--- config.mk ---
export PLATFORM = sky130hd
export DESIGN_NAME = gbss_ctrl
export DESIGN_NICKNAME = d
export VERILOG_FILES = /design/src/hw/rtl/gbss_pkg.sv /design/src/hw/rtl/gbss_ctrl.sv
export SDC_FILE = /design/constraint.sdc
export NUM_CORES = 1
export LEC_CHECK = 0
export BUFFER_PORTS_ARGS = -buffer_cell sky130_fd_sc_hd__buf_2
export CAP_MARGIN = 20
export CELL_PAD_IN_SITES_DETAIL_PLACEMENT = 1
export CELL_PAD_IN_SITES_GLOBAL_PLACEMENT = 2
export CORE_AREA = 2 2 49 51
export CTS_BUF_LIST = sky130_fd_sc_hd__clkbuf_8 sky130_fd_sc_hd__clkbuf_16
export CTS_CLUSTER_DIAMETER = 30
export DETAILED_ROUTE_END_ITERATION = 7
export DIE_AREA = 0 0 51 53
export PLACE_DENSITY_LB_ADDON = 0.1
export SYNTH_ARGS = -nofsm -noshare
export SYNTH_HDL_FRONTEND = slang
export SYNTH_SLANG_ARGS = --single-unit
--- constraint.sdc ---
create_clock -name clk_i -period 1.2 [get_ports clk_i]
set_input_delay 0.06 -clock clk_i [delete_from_list [all_inputs] [get_ports clk_i]]
set_output_delay 0.06 -clock clk_i [all_outputs]
set_load 0.02 [all_outputs]
--- src/hw/rtl/gbss_pkg.sv ---
// Package for the Gini best-split search core: command and status types and constants.
// No dependencies.
package gbss_pkg;

  localparam int unsigned Q16_ONE = 65536;
  localparam int unsigned IMP_W = 17;
  localparam int unsigned CNT_OUT_W = 11;

  // Controller to datapath commands
  typedef struct packed {
    logic store;       // write the accepted sample
    logic mark_drop;   // flag a dropped sample
    logic tot_clr;     // start totals pass
    logic tot_acc;     // accumulate one label into totals
    logic thr_load;    // load threshold from read data
    logic cmp_acc;     // compare one stored value against threshold
    logic div_start;   // start impurity division
    logic keep;        // update best if strictly lower
    logic clear_set;   // clear set state after result
    logic addr_zero;   // reset scan address
    logic addr_inc;    // advance scan address
    logic outer_inc;   // advance threshold index
  } gbss_cmd_t;

  // Datapath to controller status
  typedef struct packed {
    logic full;
    logic scan_last;   // scan address is the last stored entry
    logic outer_last;  // threshold index is the last stored entry
    logic div_done;
  } gbss_sts_t;

endpackage

--- src/hw/rtl/gbss_ctrl.sv ---
// Controller: load handshake, totals pass, per-threshold scan, result handshake.
// Depends on gbss_pkg.
module gbss_ctrl
  import gbss_pkg::*;
(
  input  logic      clk_i,
  input  logic      rst_ni,
  input  logic      in_valid_i,
  output logic      in_ready_o,
  input  logic      last_sample_i,
  output logic      out_valid_o,
  input  logic      out_ready_i,
  input  gbss_sts_t sts_i,
  output gbss_cmd_t cmd_o
);
  typedef enum logic [3:0] {
    StLoad, StTot, StTotWait, StThr, StThrWait, StScan, StDrain, StProd, StDiv0,
    StDiv, StNext, StOut
  } state_e;

  state_e state_q, state_d;
  logic   in_acc;

  assign in_ready_o  = (state_q == StLoad);
  assign out_valid_o = (state_q == StOut);
  assign in_acc      = in_valid_i && in_ready_o;

  always_comb begin
    cmd_o   = '0;
    state_d = state_q;
    case (state_q)
      StLoad: begin
        if (in_acc) begin
          cmd_o.store     = !sts_i.full;
          cmd_o.mark_drop = sts_i.full;
          if (last_sample_i) begin
            state_d         = StTot;
            cmd_o.addr_zero = 1'b1;
            cmd_o.tot_clr   = 1'b1;
          end
        end
      end
      StTot: begin
        cmd_o.tot_acc  = 1'b1;
        cmd_o.addr_inc = 1'b1;
        if (sts_i.scan_last) state_d = StTotWait;
      end
      StTotWait: state_d = StThr;
      StThr: begin
        cmd_o.thr_load  = 1'b1;
        cmd_o.addr_zero = 1'b1;
        state_d         = StThrWait;
      end
      StThrWait: state_d = StScan;
      StScan: begin
        cmd_o.cmp_acc  = 1'b1;
        cmd_o.addr_inc = 1'b1;
        if (sts_i.scan_last) state_d = StDrain;
      end
      StDrain: state_d = StProd;
      // final counts settle into the product registers
      StProd: state_d = StDiv0;
      StDiv0: begin
        cmd_o.div_start = 1'b1;
        state_d         = StDiv;
      end
      StDiv: begin
        if (sts_i.div_done) begin
          cmd_o.keep = 1'b1;
          state_d    = StNext;
        end
      end
      StNext: begin
        if (sts_i.outer_last) state_d = StOut;
        else begin
          cmd_o.outer_inc = 1'b1;
          state_d         = StThr;
        end
      end
      StOut: begin
        if (out_ready_i) begin
          cmd_o.clear_set = 1'b1;
          state_d         = StLoad;
        end
      end
      default: state_d = StLoad;
    endcase
  end

  always_ff @(posedge clk_i or negedge rst_ni) begin
    if (!rst_ni) state_q <= StLoad;
    else         state_q <= state_d;
  end
endmodule

==> insert_results.sql <==
INSERT INTO impl_metrics (metric_group, metric, value, unit) VALUES
('timing', 'worst_slew_pin_slew', '0.266', 'ns'),
('routing', 'detail_route.drc_violations', '0', ''),
('global_routing', 'grt_use_met3', '3.39', '%'),
('worst_setup_path', 'critical-path-slowest-cell', 'dfrtp_2', ''),
('logic_synthesis', 'synth-simple-area-share', '42.9', '%'),
('logic_synthesis', 'mappedNetlistNets', '51', ''),
('placed_design', 'globalplace.congestion', '0.679', ''),
('flow_run', 'max_cap_viol_count', '0', ''),
('global_routing', 'grt_pass1_wl', '2360', 'um'),
('final_layout', 'biggestRegsByFlops', 'state_q (4)', ''),
('global_routing', 'grt_pass1_vias', '532', ''),
('worst_setup_path', 'critPathArrivalTime', '1.39', 'ns'),
('placed_design', 'post-place-ws', '-0.165', 'ns'),
('worst_setup_path', 'cp.required', '1.14', 'ns'),
('floorplanning', 'floorplan.io_pins', '23', ''),
('logic_synthesis', 'synth_compound_area_share', '13.3', '%'),
('final_layout', 'final.fill_count', '237', ''),
('status', 'failed_checks', 'setup timing', ''),
('floorplanning', 'floorplan.initialDensity', '17.1', '%'),
('logic_synthesis', 'dominant_combinational_cell_family_by_area_after_synthesis', 'simple AND/OR/NAND/NOR gates', ''),
('placed_design', 'dpl-instance-area', '594', 'um^2'),
('global_routing', 'grt.busiest_layer', 'met2', ''),
('timing', 'period_minus_slack', '1.45', 'ns'),
('logic_synthesis', 'synth-seq-area-share', '27.2', '%'),
('routing', 'first_iter_violations', '0', ''),
('global_routing', 'largest_net_degree_at_the_start_of_global_routing', '7', ''),
('final_layout', 'layout.cell_area.non_filler', '955', 'um^2'),
('placed_design', 'numPortBuffers', '22', ''),
('power', 'pwr_density_cell', '2840', 'nW/um^2'),
('timing', 'timing.final.hold_violations', '0', ''),
('power', 'power_leakage', '0.434', 'nW'),
('clock_tree', 'clock-sinks', '4', ''),
('global_routing', 'grt.total_usage', '12.1', '%'),
('logic_synthesis', 'ys_ff_latch', '4', ''),
('clock_tree', 'clock-root-buffer', 'clkbuf_8', ''),
('logic_synthesis', 'post_synth_xor_area_fraction', '4.76', '%'),
('floorplanning', 'chipHeight', '53', 'um'),
('routing', 'route.final.wire_length', '1520', 'um'),
('hold_path', 'worstHoldPathType', 'input port to flip-flop', ''),
('global_routing', 'groute.layer.met1.usage', '13.3', '%'),
('routing', 'drt_pass1_iterations', '1', ''),
('status', 'outcome', 'complete, but fails checks', ''),
('logic_synthesis', 'ys_warn_count', '0', ''),
('timing', 'finalWorstSetupSlack', '-0.252', 'ns'),
('worst_setup_path', 'crit_chain', 'buf_6 > nand2b_4 > nor4b_4 > buf_4', ''),
('logic_synthesis', 'postSynthCellCount', '42', ''),
('global_routing', 'grt_antenna_before_repair', '0', ''),
('timing', 'max_clock_freq', '689', 'MHz'),
('worst_setup_path', 'reg2reg_setup_slack', '-0.17', 'ns'),
('logic_synthesis', 'synthesis.area_per_instance', '8.76', 'um^2'),
('placed_design', 'place_hpwl', '1020', 'um'),
('logic_synthesis', 'adder_cell_share_of_the_synthesized_area', '0', '%'),
('global_routing', 'groute.layer.met2.usage', '22.1', '%'),
('worst_setup_path', 'critPathMaxFanout', '5', ''),
('clock_tree', 'cts_htree_levels', '1', ''),
('timing', 'layout_worst_path_cycle_share', '121', '%'),
('final_layout', 'num_antenna_cells', '0', ''),
('final_layout', 'multi_input_area', '359', 'um^2'),
('logic_synthesis', 'yosysUniqueCellTypes', '25', ''),
('global_routing', 'gr-total-overflow', '0', ''),
('timing', 'maxSlewHeadroom', '82.2', '%'),
('floorplanning', 'die-area', '2700', 'um^2'),
('worst_setup_path', 'cp-startpoint', 'state_q[2]', ''),
('floorplanning', 'coreArea', '2150', 'um^2'),
('worst_setup_path', 'critical_path.reg2reg.endpoint', 'state_q[1]', ''),
('final_layout', 'largest_reg_flops', '4', ''),
('timing', 'rsz0062_at_grt', 'yes', ''),
('clock_tree', 'clk-insertion-delay-late', '0.21', 'ns'),
('final_layout', 'final_nets', '100', ''),
('timing', 'finalSetupViolations', '16', ''),
('final_layout', 'area.sequential', '105', 'um^2');
[synthesized netlist by cell type, drive strengths merged]
cell     instances  area (um^2)
and3             2         12.5
a31o             1         8.76
nand3            1         5.00
a21o             1         8.76
a211o            1         8.76
or3              1         6.26
nor4b            1         15.0
o311ai           1         8.76
buf              3         26.3
nand4            1         6.26
a21oi            1         5.00
dfrtp            4          100
xnor2            2         17.5
nor4             1         21.3
or2              1         6.26
mux2i            1         10.0
nor2             4         15.0
inv              2         7.51
nand2            2         7.51
nor3             6         30.0
a2111oi          1         8.76
nand2b           3         26.3
and2             1         6.26
[logic make-up after synthesis]
| logic type | Yosys count |
|---|---|
| flip-flops | 4 |
| buffers and inverters | 5 |
| XOR/XNOR | 2 |
| multiplexers | 1 |
| AND/OR/NAND/NOR | 24 |
| AO/OA/AOI/OAI | 6 |
[stage by stage]
stage / hold WS (ns) / TNS, ns / util [%] / std cells
floorplan: -0.236 / -0.983 / - / 42
global placement: -0.128 / -1.05 / 27.7 / 99
detailed placement: -0.131 / -1.04 / 27.7 / 99
CTS: 0.159 / -2.63 / 39.9 / 111
global route: 0.163 / -3.63 / 44.4 / 117
finish: 0.149 / -2.60 / 44.4 / 117
[where the power goes]
group	internal [mW]	leakage (nW)	switching, mW	total [mW]
clock	0.213	0.0216	0.0589	0.272
combinational	1.16	0.368	0.960	2.12
sequential	0.222	0.0449	0.0975	0.319
total	1.60	0.434	1.12	2.71
[cell usage in the layout, fill, tap and decap left out, drive strengths merged]
master        n
xnor2         2
and3          2
dfrtp         4
a21oi         1
nand2b        3
and2          1
mux2i         1
nor2          4
dlygate4sd3   1
a21o          1
or2           1
clkbuf        3
a31o          1
nand2         2
a211o         1
buf          46
a2111oi       1
nor3          6
or3           1
nand4         1
nor4b         1
nor4          1
inv           2
o311ai        1
nand3         1
[worst min path at each step]
| stage | to | slack, ns | cells past startpoint |
|---|---|---|---|
| after floorplan | state_q[0] | -0.24 | 0 |
| after global placement | state_q[0] | -0.13 | 1 |
| after detailed placement | state_q[3] | -0.13 | 1 |
| after CTS | state_q[0] | 0.16 | 3 |
| after global routing | state_q[0] | 0.16 | 3 |
| final | state_q[0] | 0.15 | 3 |
[area by class of cell]
cell class                      instances  area share, %
Multi-Input combinational cell         33           37.6
Clock buffer                            3           4.33
Timing Repair Buffer                   47           42.6
Inverter                                2          0.786
Sequential cell                         4           11.0
Tap cell                               28           3.67
[worst max-delay path: cells and delay by family (launching register included)]
family	cells	cell delay (ns)
simple gates	2	0.42
buf+inv	2	0.32
flops	1	0.43
[metal layers]
| metal | share of wire (%) | up-vias |
|---|---|---|
| met2 | 55 | 13 |
| met4 | 0 | 0 |
| met1 | 41 | 245 |
| li1 | - | 248 |
| met3 | 3.4 | 0 |
| met5 | 0 | - |
[repair_timing]
| item | in CTS | in global routing |
|---|---|---|
| hold buffers | 1 | 0 |
| pin swaps | 8 | 7 |
| endpoints found under the hold margin | 4 | 0 |
| buffers inserted | 8 | 6 |
| gates resized for setup | 45 | 14 |
| endpoints found under the setup margin | 17 | 18 |
Note: power is estimated with default switching activity, not from simulation.
